===== config.mk =====
export PLATFORM = sky130hd
export DESIGN_NAME = dwl_front
export DESIGN_NICKNAME = d
export VERILOG_FILES = /design/src/rtl/dwl_pkg.sv /design/src/rtl/dwl_front.sv
export SDC_FILE = /design/constraint.sdc
export NUM_CORES = 1
export LEC_CHECK = 0
export BUFFER_PORTS_ARGS = -buffer_cell sky130_fd_sc_hd__buf_2
export CAP_MARGIN = 40
export CORE_MARGIN = 10
export CORE_UTILIZATION = 56
export DETAILED_ROUTE_END_ITERATION = 8
export PLACE_DENSITY = 0.91
export RECOVER_POWER = 100
export SLEW_MARGIN = 20
export SYNTH_ARGS = -nofsm -noshare
export SYNTH_HDL_FRONTEND = slang
export SYNTH_SLANG_ARGS = --single-unit

===== constraint.sdc =====
create_clock -name clk_i -period 6.4 [get_ports clk_i]
set_input_delay 0.64 -clock clk_i [delete_from_list [all_inputs] [get_ports clk_i]]
set_output_delay 0.64 -clock clk_i [all_outputs]
set_load 0.02 [all_outputs]

===== src/rtl/dwl_pkg.sv =====
// ----------------------------------------------------------------------------
// dwl_pkg
// Shared types and constants of the DAWG word lookup block.
// ----------------------------------------------------------------------------
package dwl_pkg;

  // Graph geometry. EDGE_COUNT may be anything from 2 up to 2**FIELD_W.
  // SYMBOL_BITS may be 2 up to SYM_FIELD_W.
  localparam int EDGE_COUNT  = 65536;
  localparam int SYMBOL_BITS = 5;

  // Fixed widths of the word fields.
  localparam int FIELD_W     = 16;
  localparam int SYM_FIELD_W = 5;

  localparam int MEM_AW      = (EDGE_COUNT > 1) ? $clog2(EDGE_COUNT) : 1;
  localparam int PTR_W       = FIELD_W + 1;  // sibling walk may step past the top
  localparam int SCAN_LIMIT  = 2 ** SYMBOL_BITS;
  localparam int CNT_W       = SYMBOL_BITS;
  localparam int EDGE_W      = FIELD_W + 2 + SYMBOL_BITS;

  // Input tdata layout, lowest bit first.
  localparam int IN_ADDR_LSB   = 0;
  localparam int IN_TGT_LSB    = IN_ADDR_LSB + FIELD_W;
  localparam int IN_LAST_BIT   = IN_TGT_LSB + FIELD_W;
  localparam int IN_FINAL_BIT  = IN_LAST_BIT + 1;
  localparam int IN_SYM_LSB    = IN_FINAL_BIT + 1;
  localparam int IN_START_BIT  = IN_SYM_LSB + SYM_FIELD_W;
  localparam int IN_SNODE_LSB  = IN_START_BIT + 1;
  localparam int IN_USED_W     = IN_SNODE_LSB + FIELD_W;
  localparam int IN_TDATA_W    = ((IN_USED_W + 7) / 8) * 8;

  // Output tdata layout: node, found, is_word.
  localparam int OUT_USED_W    = FIELD_W + 2;
  localparam int OUT_TDATA_W   = ((OUT_USED_W + 7) / 8) * 8;
  localparam int OUT_PAD_W     = OUT_TDATA_W - OUT_USED_W;

  // Command queue between front and back.
  localparam int QUEUE_DEPTH   = 2;
  localparam int QPTR_W        = $clog2(QUEUE_DEPTH);
  localparam int QCNT_W        = $clog2(QUEUE_DEPTH + 1);

  typedef enum logic {
    OP_WRITE  = 1'b0,
    OP_LOOKUP = 1'b1
  } cmd_op_e;

  typedef enum logic [1:0] {
    WALK_IDLE,
    WALK_NODE,
    WALK_SCAN
  } walk_state_e;

  typedef struct packed {
    logic [SYMBOL_BITS-1:0] sym;
    logic                   final_flag;
    logic                   last_flag;
    logic [FIELD_W-1:0]     target;
  } edge_t;

  typedef struct packed {
    cmd_op_e            op;
    logic [FIELD_W-1:0] addr;
    edge_t              edge_word;   // sym field doubles as lookup symbol
    logic               start;
    logic [FIELD_W-1:0] start_node;
  } cmd_t;

  typedef struct packed {
    logic valid;
    cmd_t cmd;
  } cmd_link_t;

  typedef struct packed {
    logic               is_word;
    logic               found;
    logic [FIELD_W-1:0] node;
  } result_t;

endpackage


===== src/rtl/dwl_front.sv =====
// ----------------------------------------------------------------------------
// dwl_front
// Accepts input words, decodes them into commands and queues them for the
// graph walker.
// ----------------------------------------------------------------------------
module dwl_front (
  input  logic                           clk_i,
  input  logic                           rst_ni,
  input  logic                           s_axis_tvalid_i,
  output logic                           s_axis_tready_o,
  input  logic [dwl_pkg::IN_TDATA_W-1:0] s_axis_tdata_i,
  input  logic                           s_axis_tuser_i,
  output dwl_pkg::cmd_link_t             link_o,
  input  logic                           pop_i
);

  dwl_pkg::cmd_t                    cmd_in;
  dwl_pkg::cmd_t                    fifo_q [dwl_pkg::QUEUE_DEPTH];
  logic [dwl_pkg::QPTR_W-1:0]       wr_ptr_q, wr_ptr_d;
  logic [dwl_pkg::QPTR_W-1:0]       rd_ptr_q, rd_ptr_d;
  logic [dwl_pkg::QCNT_W-1:0]       count_q, count_d;
  logic                             push;
  logic                             pop;

  // decode
  always_comb begin
    cmd_in.op                   = s_axis_tuser_i ? dwl_pkg::OP_LOOKUP : dwl_pkg::OP_WRITE;
    cmd_in.addr                 = s_axis_tdata_i[dwl_pkg::IN_ADDR_LSB +: dwl_pkg::FIELD_W];
    cmd_in.edge_word.target     = s_axis_tdata_i[dwl_pkg::IN_TGT_LSB +: dwl_pkg::FIELD_W];
    cmd_in.edge_word.last_flag  = s_axis_tdata_i[dwl_pkg::IN_LAST_BIT];
    cmd_in.edge_word.final_flag = s_axis_tdata_i[dwl_pkg::IN_FINAL_BIT];
    cmd_in.edge_word.sym        = s_axis_tdata_i[dwl_pkg::IN_SYM_LSB +: dwl_pkg::SYMBOL_BITS];
    cmd_in.start                = s_axis_tdata_i[dwl_pkg::IN_START_BIT];
    cmd_in.start_node           = s_axis_tdata_i[dwl_pkg::IN_SNODE_LSB +: dwl_pkg::FIELD_W];
  end

  assign s_axis_tready_o = (count_q != dwl_pkg::QCNT_W'(dwl_pkg::QUEUE_DEPTH));
  assign push            = s_axis_tvalid_i && s_axis_tready_o;
  assign pop             = pop_i && (count_q != '0);

  assign link_o.valid = (count_q != '0);
  assign link_o.cmd   = fifo_q[rd_ptr_q];

  always_comb begin
    wr_ptr_d = wr_ptr_q;
    rd_ptr_d = rd_ptr_q;
    count_d  = count_q;
    if (push) begin
      wr_ptr_d = (wr_ptr_q == dwl_pkg::QPTR_W'(dwl_pkg::QUEUE_DEPTH - 1)) ? '0
                 : wr_ptr_q + 1'b1;
    end
    if (pop) begin
      rd_ptr_d = (rd_ptr_q == dwl_pkg::QPTR_W'(dwl_pkg::QUEUE_DEPTH - 1)) ? '0
                 : rd_ptr_q + 1'b1;
    end
    if (push && !pop) begin
      count_d = count_q + 1'b1;
    end else if (pop && !push) begin
      count_d = count_q - 1'b1;
    end
  end

  always_ff @(posedge clk_i or negedge rst_ni) begin
    if (!rst_ni) begin
      wr_ptr_q <= '0;
      rd_ptr_q <= '0;
      count_q  <= '0;
    end else begin
      wr_ptr_q <= wr_ptr_d;
      rd_ptr_q <= rd_ptr_d;
      count_q  <= count_d;
    end
  end

  always_ff @(posedge clk_i) begin
    if (push) begin
      fifo_q[wr_ptr_q] <= cmd_in;
    end
  end

endmodule


==> results of run 1 <==
[worst register-to-register path: cells and delay by family (launching register included)]
family / cells / cell delay (ns)
buffers and inverters: 1 / 1.72
flip-flops: 1 / 0.40
AND/OR/NAND/NOR: 3 / 1.40
[sequential cells by signal (all words and copies together), names as in the netlist]
name,count
fifo_q,114
count_q,2
rd_ptr_q,1
wr_ptr_q,1
[cell type report]
class                   instances  share of cell area
clock inverters                13              0.0250
multi-input cells              70               0.144
clock buffers                  18              0.0752
repair buffers                124              0.0977
inverters                       1            0.000676
flip-flops and latches        118               0.634
well taps                     102              0.0230
[cell families after synthesis]
logic type / share of synthesized area
xor+xnor: 0.00999
buf+inv: 0.0120
mux: 0.164
fa+ha+maj: 0.00285
simple gates: 0.00771
flops: 0.804
[how the worst max path moves through the flow]
stage,endpoint,start
floorplan,fifo_q[0][0],count_q[0]
global placement,fifo_q[0][4],s_axis_tvalid_i
detailed placement,fifo_q[0][50],s_axis_tvalid_i
CTS,link_o[7],rd_ptr_q
global route,fifo_q[0][35],count_q[0]
finish,fifo_q[0][5],count_q[0]
[report_power, final]
group	leakage [nW]	internal, W	switching (W)
Combinational	0.630	0.000318	0.000542
Clock	0.268	0.000580	0.000300
Sequential	1.10	0.00108	0.0000447
Total	2.00	0.00197	0.000886
[routing by layer]
layer / vias up / wire [µm] / part of all wire / track usage
met3: 6 / 696 / 0.084 / 0.0684
li1: 1048 / - / - / -
met5: - / 0 / 0 / 0
met4: 0 / 51 / 0.0061 / 0.0584
met2: 74 / 4440 / 0.53 / 0.254
met1: 1100 / 3130 / 0.38 / 0.144
[synth_stat cells]
cell and count:
mux2_4 20, ha_1 1, edfxtp_1 114, buf_6 3, nor2_1 2, xnor2_1 3, xor2_1 2, buf_2 3
dfrtp_1 4, or2_2 1, and3_1 1, inv_1 1, mux2_2 37, nand2b_1 1, nand2_1 2
[through the flow]
| stage | setup slack, ns | std cells | instance area, µm² |
|---|---|---|---|
| 6_report | 2.42 | 446 | 5560 |
| 5_1_grt | 1.93 | 446 | 5560 |
| 4_1_cts | 3.61 | 445 | 5660 |
| 3_5_place_dp | 4.11 | 413 | 5090 |
| 3_3_place_gp | 4.14 | 413 | 5090 |
| 2_1_floorplan | 2.74 | 195 | 4380 |
==> results.sh, run 1 <==
export IMPL_drive_gt1_frac=0.363
export IMPL_antenna_found_initial=0
export IMPL_required_ns=6.45
export IMPL_drc=0
export IMPL_yosysTopAreaCellShare=0.781
export IMPL_postCtsSetupBuffers=0
export IMPL_clock_latency_ns=0.49
export IMPL_cp_end_kind="flop"
export IMPL_cts_hold_buf=1
export IMPL_grt_pass1_wl_um=12800
export IMPL_synth_distinct_cells=15
export IMPL_fin_hold_ws_ns=0.339
export IMPL_area_delta_synth_final_pct=26.8
export IMPL_clk_pin_slew_worst_paths_ns=0.05
export IMPL_clock_sinks=118
export IMPL_place_congestion=0.696
export IMPL_startpoint_type="flop"
export IMPL_syn_nets=257
export IMPL_cp_cell_sequence="nand2b_1 -> nand2_1 -> nor2_1 -> clkbuf_1"
export IMPL_ant_nets=0
export IMPL_fin_crit_sh=0.622
export IMPL_core_area_um2=7690
export IMPL_cts_buffers=17
export IMPL_num_vias=2228
export IMPL_path_max_fanout=40
export IMPL_ys_seq_elements=118
export IMPL_final_max_slew_viol_count=99
export IMPL_finalCriticalPeriod_ns=3.98
export IMPL_grt_max_degree=59
export IMPL_layout_common_cells="edfxtp_1, clkbuf_1, buf_2"
export IMPL_max_freq_mhz=251
export IMPL_arrival_ns=4.03
export IMPL_setup_tns_ns=0
export IMPL_rsz0062_at_grt="no"
export IMPL_clk_path_buf_depth=2
export IMPL_cts_root_buffer="clkbuf_8"
export IMPL_critPathKind="flop to flop"
export IMPL_hold_path_startpoint="s_axis_tdata_i[31]"
export IMPL_port_buffers=119
export IMPL_synth_cells=195
export IMPL_synth_area_top_cells="edfxtp_1, mux2_2, mux2_4, dfrtp_1, buf_6"
export IMPL_initial_core_util=0.570
export IMPL_r2r_setup_slack_ns=2.42
export IMPL_dieArea_um2=11800
export IMPL_maxCapViolations=2
export IMPL_max_stage_delay_ns=1.72
export IMPL_drt_total_wl_um=8330
export IMPL_rows=32
export IMPL_n_fill_cell=534
export IMPL_cp_depth=4
export IMPL_crit_family="buffers and inverters"
export IMPL_drtIter0Drc=59
export IMPL_cts_tree="done"
export IMPL_status="finished, violations left"
export IMPL_synth_warnings=0
export IMPL_worst_r2r_cell_count=4
export IMPL_relSlewSlack=-1.14
export IMPL_fin_nets=394
export IMPL_failed_checks="max-capacitance violations, max-slew violations"
export IMPL_pwr_density_cell_nw_per_um2=515
export IMPL_vias_per_cell=5.00
export IMPL_synth_largest_area_cell="edfxtp_1"
export IMPL_setup_viol=0
export IMPL_hp_class="input pin to flop"
export IMPL_io_pins=120
export IMPL_post_synth_cell_area_avg_um2=22.5
export IMPL_crit_buf_inv=1
export IMPL_grt_overflow=0
export IMPL_r2r_end="fifo_q[0][5]"
export IMPL_cts_max_level=4
export IMPL_diodes=0
export IMPL_ir_worst_vdd_mv=0.323
export IMPL_firstDrtPassIters=4
export IMPL_die_y_um=108
export IMPL_seqCellArea_um2=3520
export IMPL_cpMaxStageDelayCell="clkbuf_1"
export IMPL_holdPathStages=1
export IMPL_track_usage=0.145
export IMPL_mostFrequentLayoutCell="edfxtp_1"
export IMPL_power_w=0.00286
export IMPL_utilization=0.723
export IMPL_power_leakage_nw=2.00
export IMPL_hpwl_um=5410
export IMPL_syn_area_um2=4380
export IMPL_fin_skew_ns=0.0103
export IMPL_dieWidth_um=108
export IMPL_cts_resized=0
export IMPL_hold_end="fifo_q[1][32]"
export IMPL_multi_input_area_um2=801
export IMPL_finalHoldViolCount=0
export IMPL_grt_pass1_vias=2534
export IMPL_wire_per_inst_um=18.7
export IMPL_max_slew_worst_pin_slew_ns=3.21
export IMPL_ys_seq_area_frac=0.804
export IMPL_reg2reg_from="count_q[0]"
Power figures use the tool's default switching activity.
==> run 2: changes to the inputs <==
CORE_UTILIZATION = 52   (was 56)
PLACE_DENSITY = 0.85   (was 0.91)
clock period = 3.8 ns   (was 6.4 ns; I/O delays follow)
==> run 2 against run 1 <==
  * The run now ends clean
  * Non-clock buffer count increased by 2
  * Total power increased by 64%
  * Routed wire length decreased by 0.65%
  * Combinational power increased by 61%
  * Critical path depth decreased by 1
  * Final cell count increased by 0.90%
  * Register-to-register slack got worse by 1.4 ns
  * Clock skew about the same
  * Count of clock-buffer cells in the layout unchanged
  * Die area increased by 6.3%
  * Hold slack got worse by 0.27 ns
  * Critical path type is now flop to output port
==> results.sh, run 2 (synthesis gave the netlist of run 1 again) <==
export IMPL_status="finished clean"
export IMPL_wire_per_inst_um=18.4
export IMPL_finalHoldViolCount=0
export IMPL_core_area_um2=8220
export IMPL_track_usage=0.135
export IMPL_arrival_ns=2.50
export IMPL_ir_worst_vdd_mv=0.402
export IMPL_clk_path_buf_depth=2
export IMPL_drt_total_wl_um=8270
export IMPL_finalCriticalPeriod_ns=2.88
export IMPL_utilization=0.672
export IMPL_max_stage_delay_ns=1.10
export IMPL_cts_tree="done"
export IMPL_largest_register_ffs=114
export IMPL_path_max_fanout=33
export IMPL_initial_core_util=0.533
export IMPL_startpoint_type="flop"
export IMPL_drc=0
export IMPL_cts_root_buffer="clkbuf_8"
export IMPL_cp_cell_sequence="buf_12 -> mux2_2 -> clkbuf_1"
export IMPL_cts_buffers=17
export IMPL_dieWidth_um=112
export IMPL_required_ns=3.42
export IMPL_clock_latency_ns=0.49
export IMPL_multi_input_area_um2=769
export IMPL_maxCapViolations=0
export IMPL_critPathKind="flop to output port"
export IMPL_seqCellArea_um2=3520
export IMPL_rows=33
export IMPL_num_vias=2267
export IMPL_clock_sinks=118
export IMPL_mostFrequentLayoutCell="edfxtp_1"
export IMPL_pwr_density_cell_nw_per_um2=851
export IMPL_cts_max_level=4
export IMPL_setup_viol=0
export IMPL_final_max_slew_viol_count=0
export IMPL_cpMaxStageDelayCell="dfrtp_1"
export IMPL_relSlewSlack=0.135
export IMPL_n_fill_cell=614
export IMPL_io_pins=120
export IMPL_max_freq_mhz=347
export IMPL_layout_common_cells="edfxtp_1, clkbuf_1, buf_2"
export IMPL_power_leakage_nw=1.96
export IMPL_postPlaceCellArea_um2=5160
export IMPL_port_buffers=119
export IMPL_grt_max_degree=34
export IMPL_vias_per_cell=5.04
export IMPL_fin_skew_ns=0.0102
export IMPL_ant_nets=0
export IMPL_grt_pass1_vias=2593
export IMPL_dieArea_um2=12500
export IMPL_cts_resized=0
export IMPL_fin_crit_sh=0.759
export IMPL_setup_tns_ns=0
export IMPL_drtIter0Drc=55
export IMPL_regMostFlops="fifo_q"
export IMPL_cp_end_kind="output port"
export IMPL_drive_gt1_frac=0.333
export IMPL_max_slew_worst_pin_slew_ns=1.30
export IMPL_diodes=0
export IMPL_grt_overflow=0
export IMPL_antenna_found_initial=0
export IMPL_firstDrtPassIters=4
export IMPL_design_area_um2=5520
export IMPL_clk_pin_slew_worst_paths_ns=0.05
export IMPL_die_y_um=112
export IMPL_place_congestion=0.698
export IMPL_hpwl_um=5860
export IMPL_fin_nets=396
export IMPL_area_delta_synth_final_pct=26.0
export IMPL_rsz0062_at_grt="no"
export IMPL_grt_pass1_wl_um=13200
export IMPL_top_regs="fifo_q x114, count_q x2"
export IMPL_hp_class="input pin to flop"
-- run 2: changes by cell type in the layout (fill, tap and decap cells not counted), sizes merged --
cell and change:
buf -1, bufinv -1, clkbuf +3
-- run 2: repair_timing --
action                                 4_1_cts  5_1_grt
hold buffers                                 1        0
endpoints found under the hold margin        4        0
setup buffers                                0        0
-- run 2: power by group --
group	leakage (nW)	switching, W	internal (W)
Sequential	1.11	0.000129	0.00179
Clock	0.256	0.000497	0.000909
Combinational	0.602	0.000859	0.000522
-- run 2: worst paths after layout --
check                                       start            end  slack [ns]  cells past startpoint
worst max-delay path                     rd_ptr_q     link_o[52]        0.92                      3
worst min-delay path            s_axis_tdata_i[8]  fifo_q[1][48]        0.07                      1
worst max register to register         count_q[0]   fifo_q[0][1]        1.01                      4
worst min register to register         count_q[1]     count_q[1]        0.49                      1
max in group asynchronous                  rst_ni       rd_ptr_q        3.33                      2
min in group asynchronous                  rst_ni     count_q[1]        0.26                      2
-- run 2: per-stage QoR --
step                setup WS [ns]  hold WS (ns)  total power (W)  std cells
floorplan                   0.142        0.0844          0.00299        195
global placement             1.65         0.192          0.00342        417
detailed placement           1.72         0.198          0.00350        419
CTS                          1.17        0.0443          0.00492        450
global route                0.696        0.0416          0.00495        450
finish                      0.917        0.0700          0.00470        450
-- run 2: routing by layer --
layer,share of wire,GRT usage
met1,0.37,0.134
met5,0,0
met3,0.093,0.0687
met2,0.52,0.227
met4,0.020,0.0686
-- run 2: final cells by class --
type	count	area share
inverter	1	0.000680
tap	105	0.0238
clock inverter	12	0.0206
clock buffer	18	0.0757
multi-input combinational	70	0.139
timing repair buffer	126	0.102
sequential	118	0.638
-- run 2: critical path: cells and delay by family (launching register included) --
| family | cells | cell delay (ns) |
|---|---|---|
| buffers and inverters | 2 | 0.49 |
| muxes | 1 | 0.38 |
| DFF | 1 | 1.10 |
==> run 3: changes to the inputs <==
CORE_UTILIZATION = 47   (was 52)
PLACE_DENSITY = 0.82   (was 0.85)
clock period = 2.5 ns   (was 3.8 ns; I/O delays follow)
==> run 3 against run 2 <==
  * First-iteration DRC count increased by 89%
  * Count of clock-buffer cells in the layout unchanged
  * Flip-flop and latch count unchanged
  * Sequential share of layout area decreased by 5.4 points
  * Via count increased by 5.6%
  * Register-to-register slack got worse by 0.40 ns
  * Sequential power increased by 47%
  * Largest power group unchanged
  * Highest routed layer unchanged
==> results.sh, run 3 (synthesis gave the netlist of run 1 again) <==
export IMPL_status="finished clean"
export IMPL_fin_ws_ns=0.333
export IMPL_clock_sinks=118
export IMPL_core_area_um2=9150
export IMPL_maxCapViolations=0
export IMPL_dieArea_um2=13600
export IMPL_area_delta_synth_final_pct=37.7
export IMPL_largest_register_ffs=114
export IMPL_max_freq_mhz=461
export IMPL_hpwl_um=5270
export IMPL_cp_depth=3
export IMPL_vias_per_cell=4.69
export IMPL_drt_total_wl_um=8450
export IMPL_track_usage=0.128
export IMPL_diodes=0
export IMPL_firstDrtPassIters=4
export IMPL_place_inst=422
export IMPL_mostFrequentLayoutCell="edfxtp_1"
export IMPL_fin_nets=450
export IMPL_worst_r2r_cell_count=4
export IMPL_max_stage_delay_ns=0.42
export IMPL_cts_max_level=4
export IMPL_ant_nets=0
export IMPL_grt_max_degree=59
export IMPL_top_regs="fifo_q x114, count_q x2"
export IMPL_power_leakage_nw=2.16
export IMPL_required_ns=2.25
export IMPL_layout_common_cells="edfxtp_1, clkbuf_1, dlygate4sd3_1"
export IMPL_clk_path_buf_depth=2
export IMPL_ir_worst_vdd_mv=0.893
export IMPL_cts_resized=0
export IMPL_cp_end_kind="output port"
export IMPL_rsz0062_at_grt="no"
export IMPL_finalCriticalPeriod_ns=2.17
export IMPL_port_buffers=119
export IMPL_pwr_density_cell_nw_per_um2=1170
export IMPL_clock_latency_ns=0.49
export IMPL_cp_cell_sequence="buf_6 -> mux2_2 -> clkbuf_1"
export IMPL_fin_skew_ns=0.00823
export IMPL_relSlewSlack=0.440
export IMPL_drive_gt1_frac=0.286
export IMPL_grt_overflow=0
export IMPL_r2r_setup_slack_ns=0.61
export IMPL_crit_family="buffers and inverters"
export IMPL_reg2reg_from="count_q[0]"
export IMPL_dp_slack_ns=0.967
export IMPL_place_congestion=0.713
export IMPL_startpoint_type="flop"
export IMPL_drc=0
export IMPL_setup_viol=0
export IMPL_fin_crit_sh=0.867
export IMPL_wire_per_inst_um=16.6
export IMPL_critPathLaunch="rd_ptr_q"
export IMPL_antenna_found_initial=0
export IMPL_cts_root_buffer="clkbuf_8"
export IMPL_dieWidth_um=117
export IMPL_initial_core_util=0.479
export IMPL_finalHoldViolCount=0
export IMPL_clk_pin_slew_worst_paths_ns=0.05
export IMPL_hp_class="input pin to flop"
export IMPL_num_vias=2393
export IMPL_grt_pass1_wl_um=13200
export IMPL_rows=35
export IMPL_instances_no_fill=510
export IMPL_io_pins=120
export IMPL_cts_buffers=17
export IMPL_grt_pass1_vias=2668
export IMPL_critPathKind="flop to output port"
export IMPL_regMostFlops="fifo_q"
export IMPL_path_max_fanout=58
export IMPL_r2r_end="fifo_q[0][26]"
export IMPL_cpMaxStageDelayCell="buf_6"
export IMPL_arrival_ns=1.92
export IMPL_die_y_um=117
export IMPL_setup_tns_ns=0
export IMPL_cp_endpoint="link_o[45]"
export IMPL_cts_tree="done"
export IMPL_drtIter0Drc=104
export IMPL_crit_buf_inv=2
export IMPL_max_slew_worst_pin_slew_ns=0.840
export IMPL_final_max_slew_viol_count=0
-- run 3: cell types whose count changed in the layout (fill, tap and decap cells not counted), moves of 7 or more --
cell / before / now
clkbuf_1: 82 / 75
dlygate4sd3_1: 1 / 58
mux2_1: 12 / 21
mux2_4: 10 / 2
-- run 3: repair_timing --
item / 4_1_cts / 5_1_grt
setup buffers: 0 / 0
setup endpoints to repair: 0 / 0
hold buffers: 58 / 0
endpoints found under the hold margin: 118 / 0
-- run 3: routing by layer --
layer / global-route usage / part of all wire / wire [µm]
met5: 0 / 0 / 0
met2: 0.210 / 0.51 / 4290
met4: 0.0568 / 0.0067 / 57
met3: 0.0591 / 0.076 / 643
met1: 0.139 / 0.41 / 3460
-- run 3: worst min-delay path by stage --
stage | cells past startpoint | to | start
finish | 3 | rd_ptr_q | pop_i
global route | 3 | rd_ptr_q | pop_i
CTS | 3 | rd_ptr_q | pop_i
detailed placement | 1 | count_q[1] | rst_ni
global placement | 1 | count_q[1] | rst_ni
floorplan | 0 | count_q[0] | rst_ni
-- run 3: power breakdown --
part / switching (W) / leakage, nW / internal (W)
clock: 0.000768 / 0.248 / 0.00128
sequential: 0.000108 / 1.10 / 0.00272
combinational: 0.00137 / 0.808 / 0.000780
total: 0.00225 / 2.16 / 0.00478
-- run 3: through the flow --
stage / power [W] / instance area (µm²) / hold WS (ns) / util
after global routing: 0.00739 / 6030 / 0.0749 / 0.659
after global placement: 0.00522 / 5140 / 0.0581 / 0.561
after floorplan: 0.00453 / 4390 / -0.0456 / -
after detailed placement: 0.00526 / 5140 / 0.0624 / 0.561
final: 0.00703 / 6030 / 0.0677 / 0.659
after CTS: 0.00741 / 6230 / 0.0413 / 0.680
-- run 3: area by class of cell --
type                            instances  area [µm²]
Sequential cell                       118        3520
Fill cell                             648        3120
Timing Repair Buffer                  180        1110
Multi-Input combinational cell         70         748
Clock buffer                           18         418
Tap cell                              111         139
Clock inverter                         12        90.1
Inverter                                1        3.75
-- run 3: worst min-delay path: stages --
cell	delay, ns
buf_2	0.10
nand2_1	0.09
xnor2_1	0.07
